[src/rtl/core/fsd_pkg.sv]
// Shared types, register indexes and reset values for the byte-stuffed frame decoder.
package fsd_pkg;

	localparam int BYTE_W      = 8;
	localparam int ENTRY_W     = 25;
	localparam int CFG_IDX_W   = 3;
	localparam int MAX_ENTRIES = 3;

	// Default number of escape table entries
	localparam int ESCAPE_ENTRIES_DEF = 3;

	// Configuration register indexes
	localparam logic [CFG_IDX_W-1:0] REG_OPEN_BYTE      = 3'd0;
	localparam logic [CFG_IDX_W-1:0] REG_CLOSE_BYTE     = 3'd1;
	localparam logic [CFG_IDX_W-1:0] REG_RETURN_GARBAGE = 3'd2;
	localparam logic [CFG_IDX_W-1:0] REG_ESCAPE_ENTRY0  = 3'd3;

	// Register reset values
	localparam logic [BYTE_W-1:0]  OPEN_BYTE_RST      = 8'd2;
	localparam logic [BYTE_W-1:0]  CLOSE_BYTE_RST     = 8'd3;
	localparam logic               RETURN_GARBAGE_RST = 1'b1;
	localparam logic [ENTRY_W-1:0] ESCAPE_ENTRY_RST   = '0;

	// Escape entry field positions
	localparam int ENT_VALID_BIT = 24;
	localparam int ENT_PLAIN_LSB = 16;
	localparam int ENT_FIRST_LSB = 8;
	localparam int ENT_SECOND_LSB = 0;

	typedef enum logic [1:0] {
		KIND_DATA     = 2'd0,
		KIND_GARBAGE  = 2'd1,
		KIND_COMPLETE = 2'd2,
		KIND_ABORT    = 2'd3
	} kind_t;

	typedef struct packed {
		logic [BYTE_W-1:0] data;
		kind_t             kind;
		logic              last;
	} result_t;

	typedef struct packed {
		logic              in_frame;
		logic              holding;
		logic [BYTE_W-1:0] held_byte;
	} dec_state_t;

	typedef struct packed {
		logic [BYTE_W-1:0] open_byte;
		logic [BYTE_W-1:0] close_byte;
		logic              return_garbage;
	} dec_cfg_t;

endpackage

[src/rtl/core/fsd_decode.sv]
// One-byte decode step: markers, escape pair lookup and next deframer state.
module fsd_decode #(
	parameter int ESCAPE_ENTRIES = fsd_pkg::ESCAPE_ENTRIES_DEF
) (
	input  logic [fsd_pkg::BYTE_W-1:0]  rx_byte,
	input  fsd_pkg::dec_state_t         cur,
	input  fsd_pkg::dec_cfg_t           cfg,
	input  logic [fsd_pkg::ENTRY_W-1:0] entry [ESCAPE_ENTRIES],
	output fsd_pkg::dec_state_t         nxt,
	output logic [1:0]                  res_cnt,
	output fsd_pkg::result_t            res0,
	output fsd_pkg::result_t            res1
);

	logic                      pair_hit;
	logic [fsd_pkg::BYTE_W-1:0] pair_plain;
	logic                      first_hit;

	// Look up the held pair; lowest valid entry wins
	always_comb begin
		pair_hit   = 1'b0;
		pair_plain = '0;
		first_hit  = 1'b0;
		for (int i = ESCAPE_ENTRIES - 1; i >= 0; i--) begin
			if (entry[i][fsd_pkg::ENT_VALID_BIT] &&
			    entry[i][fsd_pkg::ENT_FIRST_LSB +: fsd_pkg::BYTE_W] == cur.held_byte &&
			    entry[i][fsd_pkg::ENT_SECOND_LSB +: fsd_pkg::BYTE_W] == rx_byte) begin
				pair_hit   = 1'b1;
				pair_plain = entry[i][fsd_pkg::ENT_PLAIN_LSB +: fsd_pkg::BYTE_W];
			end
			if (entry[i][fsd_pkg::ENT_VALID_BIT] &&
			    entry[i][fsd_pkg::ENT_FIRST_LSB +: fsd_pkg::BYTE_W] == rx_byte) begin
				first_hit = 1'b1;
			end
		end
	end

	// Build up to two results and the next state
	always_comb begin
		fsd_pkg::result_t fresh;
		logic             fresh_ok;

		nxt      = cur;
		res_cnt  = 2'd0;
		res0     = '0;
		res1     = '0;
		fresh    = '0;
		fresh_ok = 1'b0;

		// Handle the byte as a fresh byte inside a frame
		if (rx_byte == cfg.close_byte) begin
			fresh    = '{data: '0, kind: fsd_pkg::KIND_COMPLETE, last: 1'b1};
			fresh_ok = 1'b1;
		end else if (rx_byte == cfg.open_byte) begin
			fresh    = '{data: '0, kind: fsd_pkg::KIND_ABORT, last: 1'b1};
			fresh_ok = 1'b1;
		end else if (!first_hit) begin
			fresh    = '{data: rx_byte, kind: fsd_pkg::KIND_DATA, last: 1'b1};
			fresh_ok = 1'b1;
		end

		if (!cur.in_frame) begin
			if (rx_byte == cfg.open_byte) begin
				nxt.in_frame = 1'b1;
				nxt.holding  = 1'b0;
			end else if (cfg.return_garbage) begin
				res0    = '{data: rx_byte, kind: fsd_pkg::KIND_GARBAGE, last: 1'b1};
				res_cnt = 2'd1;
			end
		end else if (cur.holding && pair_hit) begin
			// Matched escape pair decodes to its plain byte
			nxt.holding = 1'b0;
			res0        = '{data: pair_plain, kind: fsd_pkg::KIND_DATA, last: 1'b1};
			res_cnt     = 2'd1;
		end else begin
			nxt.holding = 1'b0;
			if (rx_byte == cfg.close_byte) begin
				nxt.in_frame = 1'b0;
			end else if (rx_byte != cfg.open_byte && first_hit) begin
				nxt.holding   = 1'b1;
				nxt.held_byte = rx_byte;
			end
			if (cur.holding) begin
				// Unmatched pair: release the held byte first
				res0    = '{data: cur.held_byte, kind: fsd_pkg::KIND_DATA, last: !fresh_ok};
				res1    = fresh;
				res_cnt = fresh_ok ? 2'd2 : 2'd1;
			end else begin
				res0    = fresh;
				res_cnt = fresh_ok ? 2'd1 : 2'd0;
			end
		end
	end

endmodule

[src/rtl/core/byte_stuffed_frame_decoder_unit.sv]
// Byte-stuffed frame decoder top level: input stage, decode state, result queue, registers.
//
// Accepts one received byte per clock cycle and streams out decoded frame bytes,
// garbage bytes and frame complete/aborted events, one result per cycle on the
// output channel while out_ready is high. A byte is registered on input and
// decoded in the next cycle, which can yield zero, one or two results; these go
// into a four-entry result queue, and the input stage advances only while the
// queue has room for two. Sustained rate is one byte per cycle while each byte
// yields at most one result; a byte that yields two results (a released escape
// byte plus its follower) costs the output an extra result transfer. Results
// are written into the queue when the input stage advances, and the output shows
// the queue head. The configuration port is always ready and should be written
// only while the block is idle.
module byte_stuffed_frame_decoder_unit #(
	parameter int ESCAPE_ENTRIES = fsd_pkg::ESCAPE_ENTRIES_DEF
) (
	input  logic                          clk,
	input  logic                          arst_n,
	input  logic                          cfg_valid,
	output logic                          cfg_ready,
	input  logic [fsd_pkg::CFG_IDX_W-1:0] cfg_index,
	input  logic [fsd_pkg::ENTRY_W-1:0]   cfg_data,
	input  logic                          in_valid,
	output logic                          in_ready,
	input  logic [fsd_pkg::BYTE_W-1:0]    rx_byte,
	output logic                          out_valid,
	input  logic                          out_ready,
	output logic [fsd_pkg::BYTE_W-1:0]    out_byte,
	output logic [1:0]                    kind,
	output logic                          last
);

	localparam int QDEPTH = 4;
	localparam int QPTR_W = $clog2(QDEPTH);
	localparam int QCNT_W = $clog2(QDEPTH + 1);

	fsd_pkg::dec_cfg_t          cfg_q;
	logic [fsd_pkg::ENTRY_W-1:0] entry_q [ESCAPE_ENTRIES];
	fsd_pkg::dec_state_t        state_q;
	fsd_pkg::dec_state_t        state_nxt;

	logic                       valid_s1;
	logic [fsd_pkg::BYTE_W-1:0] byte_s1;
	logic                       go;

	logic [1:0]                 res_cnt;
	fsd_pkg::result_t           res0;
	fsd_pkg::result_t           res1;

	fsd_pkg::result_t           queue_q [QDEPTH];
	logic [QPTR_W-1:0]          wr_ptr_q;
	logic [QPTR_W-1:0]          rd_ptr_q;
	logic [QCNT_W-1:0]          count_q;
	logic                       pop;
	logic [QCNT_W-1:0]          push_n;

	// Configuration registers
	assign cfg_ready = 1'b1;

	always_ff @(posedge clk or negedge arst_n) begin
		if (!arst_n) begin
			cfg_q.open_byte      <= fsd_pkg::OPEN_BYTE_RST;
			cfg_q.close_byte     <= fsd_pkg::CLOSE_BYTE_RST;
			cfg_q.return_garbage <= fsd_pkg::RETURN_GARBAGE_RST;
			for (int i = 0; i < ESCAPE_ENTRIES; i++) begin
				entry_q[i] <= fsd_pkg::ESCAPE_ENTRY_RST;
			end
		end else if (cfg_valid && cfg_ready) begin
			if (cfg_index == fsd_pkg::REG_OPEN_BYTE) begin
				cfg_q.open_byte <= cfg_data[fsd_pkg::BYTE_W-1:0];
			end
			if (cfg_index == fsd_pkg::REG_CLOSE_BYTE) begin
				cfg_q.close_byte <= cfg_data[fsd_pkg::BYTE_W-1:0];
			end
			if (cfg_index == fsd_pkg::REG_RETURN_GARBAGE) begin
				cfg_q.return_garbage <= cfg_data[0];
			end
			for (int i = 0; i < ESCAPE_ENTRIES; i++) begin
				if (cfg_index == fsd_pkg::REG_ESCAPE_ENTRY0 + fsd_pkg::CFG_IDX_W'(i)) begin
					entry_q[i] <= cfg_data;
				end
			end
		end
	end

	// Input stage: advance when the queue can take two results
	assign go       = valid_s1 && (count_q <= QCNT_W'(QDEPTH - 2));
	assign in_ready = !valid_s1 || go;

	always_ff @(posedge clk or negedge arst_n) begin
		if (!arst_n) begin
			valid_s1 <= 1'b0;
		end else if (in_ready) begin
			valid_s1 <= in_valid;
		end
	end

	always_ff @(posedge clk) begin
		if (in_valid && in_ready) begin
			byte_s1 <= rx_byte;
		end
	end

	fsd_decode #(
		.ESCAPE_ENTRIES(ESCAPE_ENTRIES)
	) u_decode (
		.rx_byte (byte_s1),
		.cur     (state_q),
		.cfg     (cfg_q),
		.entry   (entry_q),
		.nxt     (state_nxt),
		.res_cnt (res_cnt),
		.res0    (res0),
		.res1    (res1)
	);

	// Deframer state
	always_ff @(posedge clk or negedge arst_n) begin
		if (!arst_n) begin
			state_q <= '0;
		end else if (go) begin
			state_q <= state_nxt;
		end
	end

	// Result queue
	assign pop    = out_valid && out_ready;
	assign push_n = go ? QCNT_W'(res_cnt) : '0;

	always_ff @(posedge clk) begin
		if (go && res_cnt != 2'd0) begin
			queue_q[wr_ptr_q] <= res0;
		end
		if (go && res_cnt == 2'd2) begin
			queue_q[wr_ptr_q + QPTR_W'(1)] <= res1;
		end
	end

	always_ff @(posedge clk or negedge arst_n) begin
		if (!arst_n) begin
			wr_ptr_q <= '0;
			rd_ptr_q <= '0;
			count_q  <= '0;
		end else begin
			wr_ptr_q <= wr_ptr_q + QPTR_W'(push_n);
			if (pop) begin
				rd_ptr_q <= rd_ptr_q + QPTR_W'(1);
			end
			count_q <= count_q + push_n - QCNT_W'(pop);
		end
	end

	// Drive the head result
	assign out_valid = (count_q != '0);
	assign out_byte  = queue_q[rd_ptr_q].data;
	assign kind      = queue_q[rd_ptr_q].kind;
	assign last      = queue_q[rd_ptr_q].last;

endmodule

[config.mk]
export PLATFORM = sky130hd
export DESIGN_NAME = byte_stuffed_frame_decoder_unit
export DESIGN_NICKNAME = d
export VERILOG_FILES = /design/src/rtl/core/fsd_pkg.sv /design/src/rtl/core/fsd_decode.sv /design/src/rtl/core/byte_stuffed_frame_decoder_unit.sv
export SDC_FILE = /design/constraint.sdc
export NUM_CORES = 1
export LEC_CHECK = 0
export BUFFER_PORTS_ARGS = -buffer_cell sky130_fd_sc_hd__buf_2
export CORE_UTILIZATION = 62
export CTS_BUF_LIST = sky130_fd_sc_hd__clkbuf_16
export CTS_CLUSTER_DIAMETER = 150
export CTS_CLUSTER_SIZE = 10
export DETAILED_ROUTE_END_ITERATION = 7
export PLACE_DENSITY = 0.78
export SETUP_SLACK_MARGIN = 0.4
export SLEW_MARGIN = 15
export SYNTH_ARGS = -nofsm -noshare
export SYNTH_HDL_FRONTEND = slang
export SYNTH_HIERARCHICAL = 1
export SYNTH_SLANG_ARGS = --single-unit
[constraint.sdc]
create_clock -name clk -period 6.15 [get_ports clk]
set_input_delay 0.615 -clock clk [delete_from_list [all_inputs] [get_ports clk]]
set_output_delay 0.615 -clock clk [all_outputs]
set_load 0.02 [all_outputs]
==> run metrics, run 1 <==
status finished clean; cts bufs inserted 17; PostCTS Resize Cnt 0; # port buffers 53; RSZ-0062 raised after global routing no; register area 0.00432 mm2; setup violators final 0; CTS tree done; Ant. Diodes 0; Synth top area share 0.310; Root Buffer clkbuf_16; most frequent cells after synthesis mux2_2 (151), dfrtp_1 (106), edfxtp_1 (52); worst-path maximum fanout 19; Synth async-reset ratio 0.679; Cell Chain, Critical Path xnor2_1 -> nand4_1 -> nor3_1 -> nand4_1 -> nand3_4 -> a21oi_1 -> a21oi_1 -> nand3_1 -> ha_1 -> inv_1 -> ha_1 -> fa_1 -> xnor2_1 -> xnor2_1; sequential share of the synthesized area 0.504; Iter 0 DRT Violations 334; #FFs+latches synth 162; vias in the first global route 5,565; DIE HEIGHT 120 um; number of synthesized flops with an enable pin 52; Setup Buffers After CTS 0; CP bufs+invs 1; Worst setup EP type flip-flop; final hold viol count 0; worst r2r src byte_s1[1]; Routed Antenna Nets 0; VDD IR-drop max 0.000294 V; Final nets 735; post-route minimum period 4.84 ns; post-synthesis cell type count 55; most frequent CP cell xnor2_1; top-count cell post-synth mux2_2; RD Place Congestion 0.898; Vias/cell 6.14; Avg WL per Cell 21.7 um; H-Tree Level Count 4; first-pass GRT wire length 30,600 um; Total Power 3.57 mW; starting density of the core 0.642; Synth warnings 6; Congestion Overflow GR 0; Hold WS 0.212 ns; Final Util 0.706; worst-margin pin slew 1.05 ns; synthesized cell area 0.00857 mm2; worst hold-check path type input pin to asynchronous set/reset pin; Pwr Density 379 mW/mm2; most area-hungry cell type in the Yosys netlist dfrtp_1; row count 42; Clock transition at path regs 0.07 ns; max_cap viols 0; prevailing post-synth register cell dfrtp_1; delay-heaviest family, CP simple AND/OR/NAND/NOR gates; Clock Skews 0.00793 ns; Core Area 0.0133 mm2; Final Worst Setup Slack 1.31 ns; pre-CTS setup slack 1.47 ns; Clock Latency Late Sink 0.43 ns; Max Slew Vio Count 0; Mapped Nets 687; footprint of the multi-input gates 0.00394 mm2; HPWL after DPL 13,800 um; Worst EP arrival 5.19 ns; via count 5,381; drt first pass iters 4; LEAKAGE 3.95 nW; kind of critical path flip-flop to flip-flop; setup TNS 0 ns; Tcrit/Tclk final 0.787; Worst path max stage delay 0.83 ns; Max Fclk 0.207 GHz; largest net degree at the start of global routing 58; slew margin rel. 0.298; CTS Buffer Depth 2; initial antenna violation count 0; crit path launch byte_s1[1]; Synth Area per Inst 13.4 um2; CTS hold repair buffers 0; Layout area overhead 10.0%; CP Launch Type flip-flop; Sink Count 162; Crit-path slowest cell nand4_1; WP data required 6.50 ns; # IOs 55; most area-consuming cells after synthesis dfrtp_1 (31%), mux2_2 (20%), edfxtp_1 (18%), xnor2_1 (4.8%), xor2_1 (4.8%); Mapped Cells 640; routed wire length 19,000 um; GRT Util Overall 0.289; share of cells above drive strength 1 0.387; DRC viols 0; fillers 956; Die X 120 um; area of the die 0.0143 mm2
==> where the power goes <==
group | leakage, nW | total (mW) | switching [mW] | internal, mW
Combinational | 1.86 | 0.987 | 0.472 | 0.515
Clock | 0.272 | 0.941 | 0.429 | 0.511
Sequential | 1.81 | 1.64 | 0.268 | 1.37
Total | 3.95 | 3.57 | 1.17 | 2.40
==> worst reg2reg max path, stage by stage (launching register included) <==
cell and delay (ns):
edfxtp_1 0.69, xnor2_1 0.40, nand4_1 0.20, nor3_1 0.22, nand4_1 0.83, nand3_4 0.43, a21oi_1 0.14, a21oi_1 0.40
nand3_1 0.19, ha_1 0.32, inv_1 0.04, ha_1 0.18, fa_1 0.39, xnor2_1 0.20, xnor2_1 0.14
==> sequential cells by signal, indices dropped and copies added (netlist names) <==
register / count
entry_q: 75
queue_q: 44
cfg_q: 17
state_q: 10
byte_s1: 8
count_q: 3
rd_ptr_q: 2
wr_ptr_q: 2
valid_s1: 1
==> layout make-up <==
cell class              count  share of cell area
clock buffers              17              0.0451
clock inverters            15              0.0101
inverters                  25             0.00996
multi-input cells         421               0.418
flip-flops and latches    162               0.458
well taps                 176              0.0234
repair buffers             61              0.0348
==> metal layers <==
layer  wire length, um  track usage  part of all wire
met1              8150        0.371              0.43
met2              9470        0.475              0.50
met3               805       0.0509             0.042
met4               590        0.141             0.031
met5                 0            0                 0
==> cell usage in the layout, fill, tap and decap left out, types with 9 or more instances in the layout <==
master and instances:
clkbuf_16 17, buf_4 9, inv_1 28, xor2_1 47, nor2_1 12, buf_2 52, nand4_1 15, mux4_2 11
and3_1 17, nor3_1 9, nand2_1 19, o211ai_1 10, nor4_1 9, dfrtp_1 106, nand2b_1 9, mux2_2 151
edfxtp_1 52, xnor2_1 47
==> cells by family after synthesis <==
group / after synthesis / synth area share
AOI/OAI and AO/OA: 35 / 0.0339
other: 1 / 0.000438
DFF: 162 / 0.504
adders and majority gates: 6 / 0.00964
and+or+nand+nor: 120 / 0.0884
muxes: 165 / 0.232
buffers and inverters: 57 / 0.0355
xor gates and xnor gates: 94 / 0.0961
==> path summary, 6_finish.rpt <==
path                               end  depth (start not counted)  slack (ns)
max                         count_q[2]                         14        1.31
min                        rd_ptr_q[0]                          1        0.21
max reg2reg                 count_q[2]                         14        1.31
min reg2reg                entry_q[66]                          1        0.50
max in group asynchronous  entry_q[21]                          2        4.75
min in group clk            byte_s1[2]                          1        0.36
==> through the flow <==
step / instances / cell area [um2]
floorplan: 640 / 8570
global placement: 845 / 8900
detailed placement: 845 / 8900
CTS: 877 / 9420
global route: 877 / 9420
finish: 877 / 9420
(Power assumes the default switching activity.)
==> inputs of run 2 (changes only) <==
Settings changed: CORE_UTILIZATION 62 to 61, PLACE_DENSITY 0.78 to 0.77.
Clock period 6.15 ns to 4.75 ns, I/O delays scaled along.
==> run 2 against run 1 <==
  * Count of clock-buffer cells in the layout stayed put
  * Clock skew fell by 0.0020 ns
  * Fmax increased by 21%
  * Largest cell class unchanged
  * Non-clock buffer count rose by 7
  * Setup slack got worse by 0.58 ns
  * Worst hold slack lost 0.0083 ns
  * Routed wire length up 2.4%
  * Sequential share of layout area decreased by 0.59 points
  * Combinational power is 32% higher
  * First-iteration DRC count increased by 6.6%
  * Global-route usage increased by 0.16 points
  * Highest routed layer unchanged
  * Utilization rose by 0.37 points
==> run metrics, run 2 (same netlist as run 1, synthesis figures left out) <==
most frequent cells in the layout mux2_2 (151), dfrtp_1 (106), edfxtp_1 (52), buf_2 (52); routed wire length 19,500 um; H-Tree Level Count 4; Switching Share 0.317; Worst setup EP type flip-flop; fillers 932; max_cap viols 0; Congestion Overflow GR 0; worst-margin pin slew 1.05 ns; HPWL after DPL 13,700 um; setup violators final 0; Max Fclk 0.249 GHz; Routed Antenna Nets 0; most common cell after layout, fill and taps aside mux2_2; cts bufs inserted 17; combinational fraction of design power 0.271; Iter 0 DRT Violations 356; Max Slew Vio Count 0; R2R Setup Slk 0.74 ns; first-pass GRT wire length 31,000 um; CTS hold repair buffers 0; Sink Count 162; Final nets 742; Root Buffer clkbuf_16; RD Place Congestion 0.931; CP Launch Type flip-flop; Largest regs entry_q x75, queue_q x44, cfg_q x17; PostCTS Resize Cnt 0; Tcrit/Tclk final 0.845; Setup Buffers After CTS 0; Ant. Diodes 0; DRC viols 0; vias in the first global route 5,715; Die X 121 um; Final Worst Setup Slack 0.737 ns; row count 42; RSZ-0062 raised after global routing no; pre-CTS setup slack 0.771 ns; Core Area 0.0135 mm2; # IOs 55; post-route minimum period 4.01 ns; footprint of the multi-input gates 0.00394 mm2; Avg WL per Cell 22.0 um; worst reg2reg path depth 14; via count 5,427; initial antenna violation count 0; final hold viol count 0; VDD IR-drop max 0.000390 V; largest net degree at the start of global routing 81; max reg flops 75; Layout area overhead 11.5%; setup TNS 0 ns; drt first pass iters 5; register area 0.00432 mm2; Clock Latency Late Sink 0.43 ns; worst-path maximum fanout 11; slew margin rel. 0.296; area of the die 0.0145 mm2; starting density of the core 0.637; CTS tree done; Hold WS 0.204 ns; Clock Skews 0.00594 ns; Switching Power 1.52 mW; clock network power share 0.286; worst hold-check path type input pin to asynchronous set/reset pin; Most flops, register entry_q; LEAKAGE 4.01 nW; # port buffers 53; share of power burned in registers 0.443; DIE HEIGHT 121 um; GRT Util Overall 0.291; Clock transition at path regs 0.06 ns; Pwr Density 501 mW/mm2; Internal 3.27 mW; WP data required 5.10 ns; kind of critical path flip-flop to flip-flop; Worst EP arrival 4.36 ns; Vias/cell 6.14; CTS Buffer Depth 2; status finished clean; share of cells above drive strength 1 0.393
==> run 2: cell count changes in the layout (fill, tap and decap cells not counted) <==
cell and change:
inv_2 -1, buf_4 +7, bufinv_16 +3, inv_4 -1
inv_1 -1, clkinv_4 -1, clkinv_1 +1
==> run 2: layout make-up <==
class | count | share of cell area
clock buffers | 17 | 0.0446
clock inverters | 15 | 0.0174
inverters | 25 | 0.00983
multi-input cells | 421 | 0.413
flip-flops and latches | 162 | 0.452
well taps | 176 | 0.0231
repair buffers | 68 | 0.0398
==> run 2: critical path, stage by stage (launching register included) <==
cell	delay [ns]
edfxtp_1	0.62
xor2_1	0.25
nor4_1	0.30
nand2_1	0.14
or4_4	0.58
nand3_4	0.14
a21oi_1	0.13
a21oi_1	0.38
nand3_1	0.17
ha_1	0.31
inv_1	0.04
ha_1	0.19
fa_1	0.38
xnor2_1	0.18
xnor2_1	0.14
==> run 2: layer usage <==
layer,global-route usage,wire (um)
met3,0.0646,1010
met1,0.363,8140
met5,0,0
met2,0.495,9850
met4,0.106,474
==> run 2: path summary, 6_finish.rpt <==
check	startpoint	end
setup reg to reg	byte_s1[6]	count_q[2]
max in group asynchronous	arst_n	entry_q[30]
hold / removal	arst_n	state_q[2]
min in group clk	rx_byte[3]	byte_s1[3]
hold reg to reg	entry_q[73]	entry_q[73]
setup / recovery	byte_s1[6]	count_q[2]
==> run 2: power by group through the flow <==
| stage | clock, mW | sequential [mW] | combinational, mW |
|---|---|---|---|
| global placement | 0 | 2.13 | 1.23 |
| finish | 1.37 | 2.12 | 1.30 |
| detailed placement | 0 | 2.15 | 1.29 |
| CTS | 1.39 | 2.12 | 1.30 |
| floorplan | 0 | 1.95 | 1.10 |
| global route | 1.45 | 2.16 | 1.41 |
==> run 2: metrics by stage <==
stage / std cells / area [um2] / utilization / total power, mW
finish: 884 / 9550 / 0.710 / 4.79
global route: 884 / 9550 / 0.710 / 5.01
CTS: 884 / 9550 / 0.710 / 4.81
detailed placement: 852 / 8960 / 0.666 / 3.43
global placement: 852 / 8960 / 0.666 / 3.36
floorplan: 640 / 8570 / - / 3.05
==> inputs of run 3 (changes only) <==
Clock period 4.75 ns to 3.9 ns, I/O delays scaled along.
==> run 3 against run 2 <==
  * Routed wire length up 3.3%
  * Critical path type unchanged
  * Clock power up 18%
  * Worst hold slack worse by 0.18 ns
  * Fmax up 17%
  * Non-clock buffer count up 45
  * Sequential share of layout area down 2.0 points
  * Total power up 25%
  * Die area unchanged
==> run metrics, run 3 (same netlist as run 1, synthesis figures left out) <==
first-pass GRT wire length 31,900 um; area of the die 0.0145 mm2; Max Slew Vio Count 0; Iter 0 DRT Violations 350; Switching Power 1.98 mW; final hold viol count 0; setup violators final 0; worst-path maximum fanout 5; Tcrit/Tclk final 0.881; GRT Util Overall 0.300; LEAKAGE 4.25 nW; met1 Use GR 0.370; CP Launch Type flip-flop; area of placed instances 0.00902 mm2; DIE HEIGHT 121 um; vias in the first global route 5,832; worst-margin pin slew 1.08 ns; R2R Setup Slk 0.46 ns; share of power burned in registers 0.422; Sink Count 162; Largest regs entry_q x75, queue_q x44, cfg_q x17; Max Fclk 0.291 GHz; H-Tree Level Count 4; GR Util met2 0.521; Core Area 0.0135 mm2; clock network power share 0.271; met3 Usage GRT 0.0575; initial antenna violation count 0; Critical R2R Capture count_q[2]; Switching Share 0.331; Layout area overhead 16.6%; Pwr Density 599 mW/mm2; Worst EP arrival 3.75 ns; slew margin rel. 0.276; VDD IR-drop max 0.000537 V; most common cell after layout, fill and taps aside mux2_2; RSZ-0062 raised after global routing yes; post-route cell area 0.00999 mm2; cts bufs inserted 17; max reg flops 75; # IOs 55; starting density of the core 0.637; status finished clean; row count 42; combinational fraction of design power 0.307; worst hold-check path type input pin to asynchronous set/reset pin; kind of critical path flip-flop to flip-flop; share of cells above drive strength 1 0.454; Vias/cell 5.94; DRC viols 0; worst r2r src byte_s1[2]; Congestion Overflow GR 0; post-route minimum period 3.44 ns; max_cap viols 0; Most flops, register entry_q; HPWL after DPL 14,000 um; via count 5,519; Worst setup EP type flip-flop; Clock Skews 0.00676 ns; Avg WL per Cell 21.7 um; Clock Latency Late Sink 0.43 ns; largest net degree at the start of global routing 63; Internal 4.00 mW; most frequent cells in the layout mux2_2 (149), dfrtp_1 (105), buf_4 (57), edfxtp_1 (52), buf_2 (52); Top Usage Layer GRT met2; Root Buffer clkbuf_16; routed wire length 20,100 um; RD Place Congestion 0.911; WP data required 4.22 ns; Routed Antenna Nets 0; Ant. Diodes 0; CTS Buffer Depth 2; drt first pass iters 4; setup TNS 0 ns; Final nets 787; # port buffers 53; CTS tree done; worst reg2reg path depth 15; Die X 121 um; Final Util 0.743; Clock transition at path regs 0.06 ns
## run 3: how the worst max path moves through the flow
stage,from,to,cells past startpoint
after global routing,byte_s1[2],count_q[2],15
after floorplan,byte_s1[6],queue_q[1][0],10
final,byte_s1[2],count_q[2],15
after global placement,byte_s1[6],count_q[2],14
after detailed placement,byte_s1[6],count_q[2],14
after CTS,byte_s1[3],count_q[2],15
## run 3: repair_timing
action,CTS,global route
pin swaps,8,15
gates cloned,0,1
hold buffers,0,0
setup endpoints to repair,46,45
setup buffers,24,12
resized for setup,8,14
## run 3: power groups by stage
stage	registers, mW	logic, mW	clock network, mW
after global placement	2.59	1.55	0
final	2.53	1.83	1.62
after CTS	2.54	1.75	1.64
after detailed placement	2.62	1.61	0
after floorplan	2.38	1.34	0
after global routing	2.57	1.99	1.71
## run 3: layout make-up
type	instances	area (um2)
Fill cell	888	3460
Multi-Input combinational cell	421	4030
Inverter	25	93.8
Timing Repair Buffer	113	751
Clock buffer	17	425
Tap cell	176	220
Sequential cell	162	4320
Clock inverter	15	146
## run 3: layer usage
metal	routed length, um	vias up
met2	10500	116
li1	-	2522
met3	754	33
met4	428	0
met5	0	-
met1	8480	2848
## run 3: worst max-delay path, cell delays in order, from the launching register on
cell,delay (ns)
edfxtp_1,0.48
buf_4,0.19
xor2_1,0.15
nor4_1,0.24
nand2_1,0.12
or4_4,0.47
nand3_4,0.13
a21oi_2,0.09
a21oi_2,0.18
nand3_1,0.11
ha_1,0.29
inv_1,0.04
ha_1,0.18
fa_2,0.36
xnor2_2,0.14
xnor2_1,0.12
## run 3: through the flow
stage / std cells / power [mW] / hold slack, ns / setup WS [ns]
finish: 929 / 5.98 / 0.0269 / 0.464
global placement: 860 / 4.15 / 0.480 / 0.154
floorplan: 640 / 3.71 / 0.0944 / 0.394
CTS: 916 / 5.93 / 0.0698 / 0.401
detailed placement: 860 / 4.23 / 0.487 / 0.102
global route: 929 / 6.27 / 0.0928 / 0.294
